===== src/hdl/gpr_pkg.sv =====
`default_nettype none
package gpr_pkg;

	localparam int GRID_POINTS      = 10;
	localparam int SINE_TABLE_DEPTH = 1024;
	localparam int SINE_BITS        = $clog2(SINE_TABLE_DEPTH);

	localparam int PW = 8;
	localparam int MW = 24;
	localparam int SW = 26;
	localparam int NW = 40;
	localparam int QW = 12;

	localparam int     LEVEL_SHIFT = 24;
	localparam longint LEVEL_RECIP = ((longint'(1) << LEVEL_SHIFT) + GRID_POINTS - 1)
		/ GRID_POINTS;

	localparam logic [1:0] REG_ANGLE_STEP  = 2'd0;
	localparam logic [1:0] REG_VIEW_WIDTH  = 2'd1;
	localparam logic [1:0] REG_VIEW_HEIGHT = 2'd2;

	localparam logic signed [SW-1:0] DEPTH_BIAS = SW'((2 * GRID_POINTS - 1) * 32768);
	localparam logic [15:0] QUARTER_TURN = 16'h4000;
	localparam logic [15:0] COS_RESET    = 16'd32767;

	typedef struct packed {
		logic       command;
		logic [3:0] grid_x;
		logic [3:0] grid_y;
		logic [3:0] grid_z;
	} cmd_word_t;

	typedef struct packed {
		logic signed [11:0] screen_x;
		logic signed [11:0] screen_y;
		logic [31:0]        color;
	} pix_word_t;

	typedef struct packed {
		logic signed [NW-1:0] num_x;
		logic signed [NW-1:0] num_y;
		logic [SW-1:0]        den;
		logic                 dpos;
		logic [31:0]          color;
	} scaled_t;

	typedef logic [15:0] sine_rom_t [SINE_TABLE_DEPTH];

	function automatic logic [15:0] sine_entry(input int k);
		longint unsigned x;
		longint unsigned x2;
		longint unsigned t;
		longint unsigned s;
		logic neg;
		x   = (longint'(k) * 64'd6746518852) >> SINE_BITS;
		neg = 1'b0;
		if (x >= 64'd3373259426) begin
			x   = x - 64'd3373259426;
			neg = 1'b1;
		end
		if (x > 64'd1686629713)
			x = 64'd3373259426 - x;
		x2 = (x * x) >> 30;
		t  = 64'd1073741824;
		t  = 64'd1073741824 - ((x2 * t) >> 30) / 64'd156;
		t  = 64'd1073741824 - ((x2 * t) >> 30) / 64'd110;
		t  = 64'd1073741824 - ((x2 * t) >> 30) / 64'd72;
		t  = 64'd1073741824 - ((x2 * t) >> 30) / 64'd42;
		t  = 64'd1073741824 - ((x2 * t) >> 30) / 64'd20;
		t  = 64'd1073741824 - ((x2 * t) >> 30) / 64'd6;
		s = (x * t) >> 30;
		s = (s + 64'd16384) >> 15;
		if (s > 64'd32767)
			s = 64'd32767;
		return neg ? 16'(64'h10000 - s) : 16'(s);
	endfunction

	function automatic sine_rom_t sine_rom();
		sine_rom_t r;
		for (int k = 0; k < SINE_TABLE_DEPTH; k++)
			r[k] = sine_entry(k);
		return r;
	endfunction

	localparam sine_rom_t SINE_ROM = sine_rom();

	function automatic logic [7:0] color_level(input logic [3:0] idx);
		longint c;
		c = (longint'(idx) * 255 * LEVEL_RECIP) >> LEVEL_SHIFT;
		if (c > 255)
			c = 255;
		return 8'(c);
	endfunction

	function automatic logic signed [PW-1:0] grid_coord(input logic [3:0] g);
		return PW'(2 * int'(g) - (GRID_POINTS - 1));
	endfunction

endpackage
`default_nettype wire


===== src/hdl/gpr_front.sv =====
`default_nettype none
module gpr_front
	import gpr_pkg::*;
(
	input  wire logic        clk,
	input  wire logic        arst_n,
	input  wire logic        in_valid,
	output logic             in_stall,
	input  wire cmd_word_t   in_word,
	input  wire logic [15:0] sin_val,
	input  wire logic [15:0] cos_val,
	input  wire logic [11:0] view_width,
	input  wire logic [11:0] view_height,
	output logic             out_valid,
	input  wire logic        out_stall,
	output scaled_t          out_word
);

	logic v_s1, v_s2, v_s3, v_s4;
	logic en1, en2, en3, en4;

	logic signed [PW-1:0] px_s1, py_s1, pz_s1;
	logic signed [15:0]   c_s1, s_s1;
	logic [31:0]          color_s1;

	logic signed [MW-1:0] pxc_s2, pzs_s2, pzc_s2, pxs_s2;
	logic signed [PW-1:0] py_s2;
	logic [31:0]          color_s2;

	logic signed [SW-1:0] num_x_s3, num_y_s3;
	logic [SW-1:0]        den_s3;
	logic                 dpos_s3;
	logic [31:0]          color_s3;

	logic signed [SW-1:0] xn, dep;

	assign en4      = !v_s4 || !out_stall;
	assign en3      = !v_s3 || en4;
	assign en2      = !v_s2 || en3;
	assign en1      = !v_s1 || en2;
	assign in_stall = !en1;
	assign out_valid = v_s4;

	always_comb begin
		xn  = SW'(pxc_s2) - SW'(pzs_s2);
		dep = DEPTH_BIAS + SW'(pzc_s2) + SW'(pxs_s2);
	end

	always_ff @(posedge clk or negedge arst_n) begin
		if (!arst_n) begin
			v_s1 <= 1'b0;
			v_s2 <= 1'b0;
			v_s3 <= 1'b0;
			v_s4 <= 1'b0;
		end else begin
			if (en1) v_s1 <= in_valid;
			if (en2) v_s2 <= v_s1;
			if (en3) v_s3 <= v_s2;
			if (en4) v_s4 <= v_s3;
		end
	end

	always_ff @(posedge clk) begin
		if (en1) begin
			px_s1    <= grid_coord(in_word.grid_x);
			py_s1    <= grid_coord(in_word.grid_y);
			pz_s1    <= grid_coord(in_word.grid_z);
			c_s1     <= cos_val;
			s_s1     <= sin_val;
			color_s1 <= {8'hFF, color_level(in_word.grid_z), color_level(in_word.grid_y),
				color_level(in_word.grid_x)};
		end
		if (en2) begin
			pxc_s2   <= MW'(px_s1) * MW'(c_s1);
			pzs_s2   <= MW'(pz_s1) * MW'(s_s1);
			pzc_s2   <= MW'(pz_s1) * MW'(c_s1);
			pxs_s2   <= MW'(px_s1) * MW'(s_s1);
			py_s2    <= py_s1;
			color_s2 <= color_s1;
		end
		if (en3) begin
			num_x_s3 <= xn + dep;
			num_y_s3 <= (SW'(py_s2) <<< 15) + dep;
			den_s3   <= dep <<< 1;
			dpos_s3  <= dep > 0;
			color_s3 <= color_s2;
		end
		if (en4) begin
			out_word.num_x <= NW'(num_x_s3) * NW'($signed({1'b0, view_width}));
			out_word.num_y <= NW'(num_y_s3) * NW'($signed({1'b0, view_height}));
			out_word.den   <= den_s3;
			out_word.dpos  <= dpos_s3;
			out_word.color <= color_s3;
		end
	end

endmodule
`default_nettype wire


===== config.mk =====
export PLATFORM = sky130hd
export DESIGN_NAME = gpr_front
export DESIGN_NICKNAME = d
export VERILOG_FILES = /design/src/hdl/gpr_pkg.sv /design/src/hdl/gpr_front.sv
export SDC_FILE = /design/constraint.sdc
export NUM_CORES = 2
export LEC_CHECK = 0
export ABC_CLOCK_PERIOD_IN_PS = 6400
export BUFFER_PORTS_ARGS = -buffer_cell sky130_fd_sc_hd__buf_4
export CAP_MARGIN = 30
export CORE_ASPECT_RATIO = 1.75
export CORE_MARGIN = 2
export CORE_UTILIZATION = 60
export DETAILED_ROUTE_END_ITERATION = 10
export PLACE_DENSITY = 0.75
export SYNTH_ARGS = -nofsm -noshare
export SYNTH_HDL_FRONTEND = slang
export SYNTH_SLANG_ARGS = --single-unit

===== constraint.sdc =====
create_clock -name clk -period 6.4 [get_ports clk]
set_clock_uncertainty 0.1 [all_clocks]
set_input_delay 0.64 -clock clk [delete_from_list [all_inputs] [get_ports clk]]
set_output_delay 0.64 -clock clk [all_outputs]
set_load 0.02 [all_outputs]

==> key figures <==
Die
  – Placement row count: around 150
  – Die Width: around 240 um
  – I/O pins: between 200 and 250
  – DIE AREA: 102000 um^2
  – Die Y-Extent: about 420 um
  – Starting Density: slightly above 60%
  – CORE AREA: approximately 99000 um^2

Clock network
  – CTS root buf: clkbuf_16
  – CTS tree: yes
  – Number of clock sinks: ~400
  – Num CTS Buffers: between 40 and 50
  – Worst skew pair latency: a little over 0.6 ns
  – Longest Clk Path Bufs: 3
  – Clk pin slew, worst setup/hold paths: roughly 0.070 ns
  – H-tree lvl count: 2

Place
  – Final GP Congestion: about 0.93
  – Placed insts: 7714
  – # port buffers: between 200 and 250
  – Pre-CTS setup slack: -1.94 ns
  – Detailed Place HPWL: 117 mm
  – Placed instance area: 66400 um^2

GRT
  – Total track usage: between 20% and 30%
  – Grt ovf: 0
  – Initial antenna violation count: 1
  – Vias in the first global route: around 47000
  – Largest net degree at the start of global routing: 100
  – First-pass GRT wire length: around 230 mm

Synthesis
  – Syn Area/Cell: slightly above 10 um^2
  – Most frequent cell after synthesis: inv_1
  – Cells after Synth: ~6000
  – Async SR Flop Fraction: less than 1%
  – Area leader, netlist: fa_1
  – Ys flop type: edfxtp_1
  – Yosys cell types: 74
  – Seq/Total Area, Yosys: 20.3%
  – Top post-synthesis cells by area: fa_1 (33%), edfxtp_1 (20%), ha_1 (14%), inv_1 (8.0%), and2_1 (4.9%)
  – Post-synth top area share: roughly a third
  – Yosys reg bits: approximately 410
  – Number of flops mapped to enable cells by yosys: 401
  – Syn Std Cell Area: between 50000 and 60000 um^2
  – Synth top cells by count: inv_1 (1268), fa_1 (994), ha_1 (692)
  – Ys Warns: 0

Run status
  – Status: finished with violations
  – Failing checks: setup timing

Critical path
  – Setup crit start kind: input pin
  – WP buf/inv: 6
  – Crit Reg-Reg Startpoint: num_x_s3[8]
  – Crit. End Element: register
  – R2R setup slack: 0.18 ns
  – Slowest cell on the critical path: fa_2
  – FF-to-FF path depth: 20
  – Worst EP required: 6.66 ns
  – Setup CP Type: in2reg
  – Most frequent CP cell: fa_2
  – Worst R2R End: out_word[137]
  – CP peak stage delay: ~0.57 ns
  – Worst Path Max Fanout: 5
  – Worst Path Arrival: 7.85 ns
  – CP top delay family: adder cells

STA
  – RSZ-0062 raised after global routing: true
  – Fin crit period: around 7.6 ns
  – Worst slew pin tran: 0.928 ns
  – Final worst path period share: 119%
  – WHS: around 0.094 ns
  – Hold Vio Cnt, Final: 0
  – Slew Viols, Final: 0
  – Slew margin rel.: about two fifths
  – Final Worst Setup Slack: -1.19 ns
  – Fmax: around 130 MHz
  – Final setup violation count: 24

Detailed routing
  – Via total after detailed routing: roughly 42000
  – Drt drc: 0
  – Antenna-violating nets left: 0
  – First DRT Iteration DRCs: 1965
  – DR WL/cell: ~18 um
  – DRT Pass-1 Iters: 5
  – Via/cell ratio: 5.40
  – Total Wirelength: approximately 140 mm

Finish
  – Fillers: between 7000 and 8000
  – Syn-to-layout area delta: 15.1%
  – Post-Layout Cell Count: a little under 8000
  – Post-layout nets: 8246
  – Final instance area: a little under 70000 um^2
  – N_diodes: 0
  – Layout cells sized above 1: about 15%

Worst hold path
  – Worst hold start: sin_val[10]
  – End of the worst hold path: s_s1[10]
  – Hold path cells: 1
  – Hold Path Class: in2reg

Run
  – Max Cap Viol: 0
[sequential cells by signal, indices dropped and copies added, names as in the netlist, 10 cells and up]
register and cells:
color_s2 24, pxc_s2 22, pzc_s2 21, pzs_s2 22
num_y_s3 26, s_s1 16, c_s1 16, num_x_s3 26
out_word 128, den_s3 10, color_s1 24, color_s3 24
pxs_s2 21
[per-stage QoR]
stage,util (%),setup TNS (ns)
after floorplan,-,-28.34
after global placement,67.1,-39.27
after detailed placement,67.1,-43.39
after CTS,69.0,-20.86
after global routing,69.4,-28.30
final,69.4,-21.72
[worst max path at each step]
stage,start,end,cells after the start
floorplan,in_word[11],color_s1[7],29
global placement,in_word[11],color_s1[3],32
detailed placement,in_word[11],color_s1[3],32
CTS,in_word[11],color_s1[7],33
global route,in_word[11],color_s1[7],31
finish,in_word[11],color_s1[7],31
[cell families (layout without fill, tap and decap cells)]
family / count (synthesis) / after routing / share of synthesized area (%)
and+or+nand+nor: 1440 / 1440 / 12.1
muxes: 6 / 6 / 0.101
DFF: 405 / 405 / 20.3
adders and majority gates: 1688 / 1688 / 47.9
AOI/OAI and AO/OA: 604 / 604 / 6.48
other: 2 / 9 / 0.0126
buffers and inverters: 1452 / 2100 / 9.20
xor gates and xnor gates: 268 / 268 / 3.93
[layout by cell type, fill, tap and decap left out, types with 7 or more instances in the layout]
cell type  Yosys  final
a211o_1        8      7
a211oi_1      22     16
a21o_1        79     79
a21oi_1      191    171
a21oi_2        0     19
a31oi_1       17     12
and2_1       471    470
and3_1        20     18
buf_4         11    739
buf_6          0      7
clkbuf_16      0     43
conb_1         2      9
edfxtp_1     401    401
fa_1         994    977
fa_2           0     17
ha_1         692    675
ha_4           0     15
inv_1       1268   1243
inv_2          0     24
nand2_1      557    546
nand2_2        0      8
nand2b_1      91     91
nand3_1       45     44
nand4_1        9      9
nor2_1       140    140
nor2b_1       28     27
nor3_1        33     32
o211ai_1      10     10
o21a_1        34     33
o21ai_0      125     97
o21ai_1        0     23
o21bai_1      25     24
o31a_1         7      7
o31ai_1       13     10
or3_1         15     14
xnor2_1      195    189
xor2_1        73     67
[layout make-up]
cell class,instances,area (um^2),share of cell area [%]
inverter,1268,4760,6.93
tap,1317,1650,2.40
clock buffer,47,1090,1.59
timing repair buffer,754,5770,8.40
clock inverter,31,380,0.553
multi-input combinational,4015,42900,62.5
sequential,405,12100,17.7
[layer usage]
metal / vias up / wire length [um] / part of all wire (%) / global-route usage [%]
li1: 19600 / - / - / -
met3: 407 / 4770 / 3.4 / 2.27
met2: 1003 / 78300 / 56 / 55.8
met5: - / 0 / 0 / 0
met4: 0 / 8180 / 5.9 / 14.6
met1: 21400 / 48000 / 34 / 28.9
[worst reg2reg max path, stage by stage (launching register included)]
cell and delay [ns]:
edfxtp_1 0.53, nand2_2 0.11, fa_1 0.51, fa_1 0.53, inv_1 0.07, fa_1 0.54, inv_1 0.06, fa_1 0.48
inv_1 0.05, fa_1 0.44, ha_1 0.33, nand2_1 0.08, o21ai_0 0.32, a41oi_2 0.22, buf_4 0.19, o311ai_1 0.50
a211oi_2 0.22, o31ai_1 0.31, buf_4 0.16, a221oi_1 0.08, xnor2_1 0.14
[repair_timing]
item,in CTS,in global routing
pin swaps,48,58
hold endpoints to repair,4,0
setup endpoints to repair,32,37
hold buffers,1,0
buffers inserted,28,16
resized for setup,44,68
Power is not shown: default switching activity piles up to over one toggle a cycle in this logic, so the estimate is an artifact.
