**src/hdl/gpr_pkg.sv**
```systemverilog
`default_nettype none
package gpr_pkg;

	localparam int GRID_POINTS      = 10;
	localparam int SINE_TABLE_DEPTH = 1024;
	localparam int SINE_BITS        = $clog2(SINE_TABLE_DEPTH);

	localparam int PW = 8;
	localparam int MW = 24;
	localparam int SW = 26;
	localparam int NW = 40;
	localparam int QW = 12;

	localparam int     LEVEL_SHIFT = 24;
	localparam longint LEVEL_RECIP = ((longint'(1) << LEVEL_SHIFT) + GRID_POINTS - 1)
		/ GRID_POINTS;

	localparam logic [1:0] REG_ANGLE_STEP  = 2'd0;
	localparam logic [1:0] REG_VIEW_WIDTH  = 2'd1;
	localparam logic [1:0] REG_VIEW_HEIGHT = 2'd2;

	localparam logic signed [SW-1:0] DEPTH_BIAS = SW'((2 * GRID_POINTS - 1) * 32768);
	localparam logic [15:0] QUARTER_TURN = 16'h4000;
	localparam logic [15:0] COS_RESET    = 16'd32767;

	typedef struct packed {
		logic       command;
		logic [3:0] grid_x;
		logic [3:0] grid_y;
		logic [3:0] grid_z;
	} cmd_word_t;

	typedef struct packed {
		logic signed [11:0] screen_x;
		logic signed [11:0] screen_y;
		logic [31:0]        color;
	} pix_word_t;

	typedef struct packed {
		logic signed [NW-1:0] num_x;
		logic signed [NW-1:0] num_y;
		logic [SW-1:0]        den;
		logic                 dpos;
		logic [31:0]          color;
	} scaled_t;

	typedef logic [15:0] sine_rom_t [SINE_TABLE_DEPTH];

	function automatic logic [15:0] sine_entry(input int k);
		longint unsigned x;
		longint unsigned x2;
		longint unsigned t;
		longint unsigned s;
		logic neg;
		x   = (longint'(k) * 64'd6746518852) >> SINE_BITS;
		neg = 1'b0;
		if (x >= 64'd3373259426) begin
			x   = x - 64'd3373259426;
			neg = 1'b1;
		end
		if (x > 64'd1686629713)
			x = 64'd3373259426 - x;
		x2 = (x * x) >> 30;
		t  = 64'd1073741824;
		t  = 64'd1073741824 - ((x2 * t) >> 30) / 64'd156;
		t  = 64'd1073741824 - ((x2 * t) >> 30) / 64'd110;
		t  = 64'd1073741824 - ((x2 * t) >> 30) / 64'd72;
		t  = 64'd1073741824 - ((x2 * t) >> 30) / 64'd42;
		t  = 64'd1073741824 - ((x2 * t) >> 30) / 64'd20;
		t  = 64'd1073741824 - ((x2 * t) >> 30) / 64'd6;
		s = (x * t) >> 30;
		s = (s + 64'd16384) >> 15;
		if (s > 64'd32767)
			s = 64'd32767;
		return neg ? 16'(64'h10000 - s) : 16'(s);
	endfunction

	function automatic sine_rom_t sine_rom();
		sine_rom_t r;
		for (int k = 0; k < SINE_TABLE_DEPTH; k++)
			r[k] = sine_entry(k);
		return r;
	endfunction

	localparam sine_rom_t SINE_ROM = sine_rom();

	function automatic logic [7:0] color_level(input logic [3:0] idx);
		longint c;
		c = (longint'(idx) * 255 * LEVEL_RECIP) >> LEVEL_SHIFT;
		if (c > 255)
			c = 255;
		return 8'(c);
	endfunction

	function automatic logic signed [PW-1:0] grid_coord(input logic [3:0] g);
		return PW'(2 * int'(g) - (GRID_POINTS - 1));
	endfunction

endpackage
`default_nettype wire

```
**src/hdl/gpr_div.sv**
```systemverilog
`default_nettype none
module gpr_div
	import gpr_pkg::*;
(
	input  wire logic    clk,
	input  wire logic    arst_n,
	input  wire logic    in_valid,
	output logic         in_stall,
	input  wire scaled_t in_word,
	output logic         out_valid,
	input  wire logic    out_stall,
	output pix_word_t    out_word
);

	typedef struct packed {
		logic [NW-1:0] rem;
		logic [QW-1:0] quo;
		logic          neg;
		logic          ovf;
	} lane_t;

	typedef struct packed {
		lane_t         lx;
		lane_t         ly;
		logic [SW-1:0] den;
		logic          dpos;
		logic [31:0]   color;
	} div_stage_t;

	div_stage_t stg_s [QW+1];
	logic       v_s   [QW+1];
	logic       en    [QW+2];

	function automatic lane_t lane_prep(input logic signed [NW-1:0] n, input logic [SW-1:0] d);
		lane_t l;
		l.neg = n[NW-1];
		l.rem = l.neg ? NW'(-n) : NW'(n);
		l.quo = '0;
		l.ovf = l.rem >= (NW'(d) << QW);
		return l;
	endfunction

	function automatic logic signed [11:0] lane_sat(input lane_t l);
		logic [QW:0] m;
		m = l.ovf ? (QW+1)'(4096) : {1'b0, l.quo};
		if (!l.neg)
			return (m > (QW+1)'(2047)) ? 12'sd2047 : 12'(m);
		else
			return (m > (QW+1)'(2048)) ? -12'sd2048 : 12'(-m);
	endfunction

	assign en[QW+1] = !out_valid || !out_stall;
	for (genvar j = 0; j <= QW; j++) begin : g_en
		assign en[j] = !v_s[j] || en[j+1];
	end
	assign in_stall = !en[0];

	always_ff @(posedge clk or negedge arst_n) begin
		if (!arst_n) begin
			v_s[0] <= 1'b0;
		end else if (en[0]) begin
			v_s[0] <= in_valid;
		end
	end

	always_ff @(posedge clk) begin
		if (en[0]) begin
			stg_s[0].lx    <= lane_prep(in_word.num_x, in_word.den);
			stg_s[0].ly    <= lane_prep(in_word.num_y, in_word.den);
			stg_s[0].den   <= in_word.den;
			stg_s[0].dpos  <= in_word.dpos;
			stg_s[0].color <= in_word.color;
		end
	end

	for (genvar j = 0; j < QW; j++) begin : g_step
		localparam int B = QW - 1 - j;
		logic [NW-1:0] dsh;
		div_stage_t    nxt;

		assign dsh = NW'(stg_s[j].den) << B;

		always_comb begin
			nxt = stg_s[j];
			if (stg_s[j].lx.rem >= dsh) begin
				nxt.lx.rem    = stg_s[j].lx.rem - dsh;
				nxt.lx.quo[B] = 1'b1;
			end
			if (stg_s[j].ly.rem >= dsh) begin
				nxt.ly.rem    = stg_s[j].ly.rem - dsh;
				nxt.ly.quo[B] = 1'b1;
			end
		end

		always_ff @(posedge clk or negedge arst_n) begin
			if (!arst_n) begin
				v_s[j+1] <= 1'b0;
			end else if (en[j+1]) begin
				v_s[j+1] <= v_s[j];
			end
		end

		always_ff @(posedge clk) begin
			if (en[j+1])
				stg_s[j+1] <= nxt;
		end
	end

	always_ff @(posedge clk or negedge arst_n) begin
		if (!arst_n) begin
			out_valid <= 1'b0;
		end else if (en[QW+1]) begin
			out_valid <= v_s[QW];
		end
	end

	always_ff @(posedge clk) begin
		if (en[QW+1]) begin
			out_word.screen_x <= stg_s[QW].dpos ? lane_sat(stg_s[QW].lx) : '0;
			out_word.screen_y <= stg_s[QW].dpos ? lane_sat(stg_s[QW].ly) : '0;
			out_word.color    <= stg_s[QW].color;
		end
	end

endmodule
`default_nettype wire

```
**config.mk**
```make
export PLATFORM = sky130hd
export DESIGN_NAME = gpr_div
export DESIGN_NICKNAME = d
export VERILOG_FILES = /design/src/hdl/gpr_pkg.sv /design/src/hdl/gpr_div.sv
export SDC_FILE = /design/constraint.sdc
export NUM_CORES = 2
export LEC_CHECK = 0
export ABC_AREA = 1
export BUFFER_PORTS_ARGS = -buffer_cell sky130_fd_sc_hd__buf_2
export CAP_MARGIN = 20
export CORE_MARGIN = 2
export CORE_UTILIZATION = 50
export CTS_BUF_LIST = sky130_fd_sc_hd__clkbuf_4
export DETAILED_ROUTE_END_ITERATION = 10
export PLACE_DENSITY = 0.7
export SYNTH_ARGS = -nofsm -noshare
export SYNTH_HDL_FRONTEND = slang
export SYNTH_SLANG_ARGS = --single-unit
```
**constraint.sdc**
```tcl
create_clock -name clk -period 21.8 [get_ports clk]
set_input_delay 0 -clock clk [delete_from_list [all_inputs] [get_ports clk]]
set_output_delay 0 -clock clk [all_outputs]
set_load 0.05 [all_outputs]
```
==> summary.txt <==
die area = 236000 µm²
critical path class = reg -> out
WL final = 389000 µm
IO Port Bufs = 200
worst stage delay on the critical path = 480 ps
Final Instance Area = 132000 µm²
routed via count = 94700
maximum vdd drop = 77.9 µV
CTS tree = built
worst-margin pin slew = 1200 ps
antenna-violating nets left = 0
Clock Sinks = 1979
yosys warns = 0
Syn Nets = 13700
WP data arrival = 6190 ps
area growth from synthesis to layout = 13.5%
filler instances = 20900
synthesis-stage register bit count = 1979
GRT Total Usage = 32.6%
nets = 14800
H-tree depth = 6
critical path, cell by cell = nand4_4, buf_4, nor2_4, nand4_4, buf_4, nor2_2, nand2_8, nor2_4, nand2_8, nor2_4, nand2_8, nor2_2, buf_2
Reg-to-Reg End = stg_s[0][28]$_DFFE_PN_
sequential-to-total area share from yosys stat = 51.2%
final setup vio count = 0
RSZ-0062 raised after global routing = false
final hold violations = 0
critical path's slowest cell = dfrtp_1
Die Y = 486 µm
synthesized area = 116000 µm²
Starting Density = 50.4%
GR Overflow Total = 0
Synth cell types = 70
Max Root-Sink Buffers = 4
DP Area = 120000 µm²
Reg clk slew, reported paths = 70 ps
Worst R2R Setup Slack = 15830 ps
outcome = completed
Final Cycle Share = 28.4%
Critical R2R Launch = out_valid$_DFFE_PN0P_
terminating pin of the worst hold path = v_s[0]$_DFFE_PN0P_
P per Cell Area = 165 nW/µm²
Async S/R FF share, synth = 0.707%
drt drc = 0
hold path depth = 5
Cell Rows = 176
total core area = 230000 µm²
clock buffer count from CTS = 544
post_cts resized = 0
startpoint types = flop
gpl congestion = 1.08
global-route wire length before repair = 572000 µm
io pins = 201
share of layout cells above drive strength 1 = 9.10%
Clock Skews = 172 ps
Final Slew Violations = 0
antenna violations before repair = 9
max_cap viols = 0
crit path capture type = primary output
Vias per Instance = 5.44
First-pass DRT Iterations = 6
worst hold path class = in -> reg
worst r2r path cells = 15
max_slew headroom = 19.3%
Die X = 486 µm
largest net degree at the start of global routing = 95
Post-synth EDFFs = 1965
fin cells = 17400
Tmin final = 6190 ps
Initial DRC Count = 6739
Worst EP required = 21800 ps
clock root cell = clkbuf_4
Post-DP HPWL = 312000 µm
Final TNS setup = 0 ps
worst skew pair latency = 1460 ps
fmax = 0.162 GHz
Util after Layout = 57.2%
vias in the first global route = 95400
HP Start = out_stall
ys flop type = edfxtp_1
Placed Cells = 16000
worst-path fanout max = 94
leakage = 55.3 nW
Synth Instances = 12900
average size of a mapped cell = 9.00 µm²
per-cell routed wire length = 22.4 µm
-- per-layer routing --
metal / up-vias / GRT usage (%) / wire length, µm
met5: - / 0 / 30
met4: 4 / 28.2 / 38400
met3: 1167 / 4.99 / 19700
met2: 3247 / 58.5 / 196000
met1: 43600 / 33.0 / 135000
li1: 46600 / - / -
-- synth_stat cells, types with 20 or more instances --
| library cell | count | area [µm²] |
|---|---|---|
| a21boi_0 | 43 | 323 |
| a21o_1 | 72 | 541 |
| a21oi_1 | 907 | 4540 |
| a21oi_2 | 32 | 280 |
| a31oi_1 | 70 | 438 |
| buf_2 | 78 | 390 |
| buf_6 | 20 | 225 |
| clkbuf_1 | 23 | 86.3 |
| edfxtp_1 | 1965 | 59000 |
| fa_1 | 22 | 440 |
| ha_1 | 683 | 8550 |
| inv_1 | 1553 | 5830 |
| inv_2 | 23 | 86.3 |
| nand2_1 | 3130 | 11700 |
| nand3_1 | 521 | 2610 |
| nand3b_1 | 101 | 758 |
| nand4_1 | 206 | 1290 |
| nor2_1 | 1371 | 5150 |
| nor3_1 | 154 | 771 |
| nor4_1 | 68 | 425 |
| o211ai_1 | 23 | 173 |
| o21a_1 | 45 | 338 |
| o21ai_0 | 833 | 4170 |
| o21ai_1 | 98 | 490 |
| o21ai_2 | 32 | 280 |
| o21bai_1 | 82 | 616 |
| or2_2 | 55 | 344 |
| xnor2_1 | 286 | 2500 |
| xor2_1 | 217 | 1900 |
-- sequential cells by signal (all words and copies together) (netlist names) --
name       flops
v_s           13
out_word      56
stg_s       1909
out_valid      1
-- power breakdown --
part           leakage [nW]  switching [W]  internal, W
registers              20.1        0.00103      0.00638
clock network          4.01        0.00155      0.00177
logic                  31.2        0.00740      0.00355
total                  55.3        0.00999       0.0117
-- cells in the final DEF, fill, tap and decap left out, drive strengths merged, types with 3 or more instances in the layout --
cell type / Yosys / final
clkbuf: 28 / 760
buf: 112 / 255
o22ai: 6 / 6
nor3: 158 / 158
o211ai: 24 / 24
clkinv: 0 / 112
clkinvlp: 0 / 5
a21boi: 47 / 47
nor2: 1384 / 1384
o21bai: 83 / 83
nand3: 537 / 537
dfrtp: 14 / 14
dlygate4sd3: 0 / 447
xor2: 217 / 217
o21a: 45 / 45
or2: 56 / 56
o2111ai: 3 / 3
nor3b: 5 / 5
xnor2: 286 / 286
nand4: 210 / 210
inv: 1578 / 1592
nor4: 71 / 71
diode: 0 / 13
nand3b: 101 / 101
bufinv: 0 / 14
a31oi: 70 / 70
and3: 11 / 11
o21ai: 964 / 964
a21o: 73 / 73
nand2: 3155 / 3155
a21oi: 939 / 939
a211oi: 4 / 4
edfxtp: 1965 / 1965
fa: 22 / 22
o31ai: 5 / 5
ha: 683 / 683
and2: 17 / 17
-- final cells by class --
type	count	area [µm²]	area share, %
repair buffers	702	5920	4.50
flip-flops and latches	1979	59400	45.1
inverters	1578	5960	4.52
multi-input cells	9189	50000	37.9
diodes	13	32.5	0.0247
clock buffers	760	5710	4.33
well taps	3026	3790	2.87
clock inverters	145	987	0.750
-- what timing repair did --
item	CTS	global route
endpoints found under the hold margin	481	0
buffers inserted	0	0
hold buffers	448	0
-- worst max-delay path: cells and delay by family, from the launching register on --
family | cells | cell delay [ps]
AND/OR/NAND/NOR | 10 | 3140
flip-flops | 1 | 480
buffers and inverters | 3 | 980
-- worst max path at each step --
| stage | slack, ps | depth (start not counted) | start | end |
|---|---|---|---|---|
| final | 15610 | 13 | out_valid$_DFFE_PN0P_ | in_stall |
| after global routing | 15060 | 13 | out_valid$_DFFE_PN0P_ | in_stall |
| after CTS | 15320 | 13 | out_valid$_DFFE_PN0P_ | in_stall |
| after detailed placement | 15870 | 15 | out_valid$_DFFE_PN0P_ | stg_s[0][17]$_DFFE_PN_ |
| after global placement | 15970 | 15 | out_valid$_DFFE_PN0P_ | stg_s[0][27]$_DFFE_PN_ |
| after floorplan | 5290 | 11 | out_valid$_DFFE_PN0P_ | stg_s[0][0]$_DFFE_PN_ |
-- metrics by stage --
| step | worst slack (ps) | power (W) | hold WS (ps) |
|---|---|---|---|
| finish | 15610 | 0.0217 | 173 |
| global route | 15060 | 0.0232 | 56.7 |
| CTS | 15320 | 0.0215 | 29.9 |
| detailed placement | 15870 | 0.0181 | 156 |
| global placement | 15970 | 0.0181 | 150 |
| floorplan | 5290 | 0.0145 | -296 |
-- kinds of logic (layout without fill, tap and decap cells) --
family | count (synthesis) | count (layout) | synth area share (%)
buffers and inverters | 1718 | 3185 | 5.86
other | 0 | 13 | 0
flip-flops | 1979 | 1979 | 51.2
adder cells (fa/ha/maj) | 705 | 705 | 7.75
XOR/XNOR | 503 | 503 | 3.80
AND/OR/NAND/NOR | 5709 | 5709 | 20.7
AO/OA/AOI/OAI | 2272 | 2272 | 10.8
(Power assumes the default switching activity.)
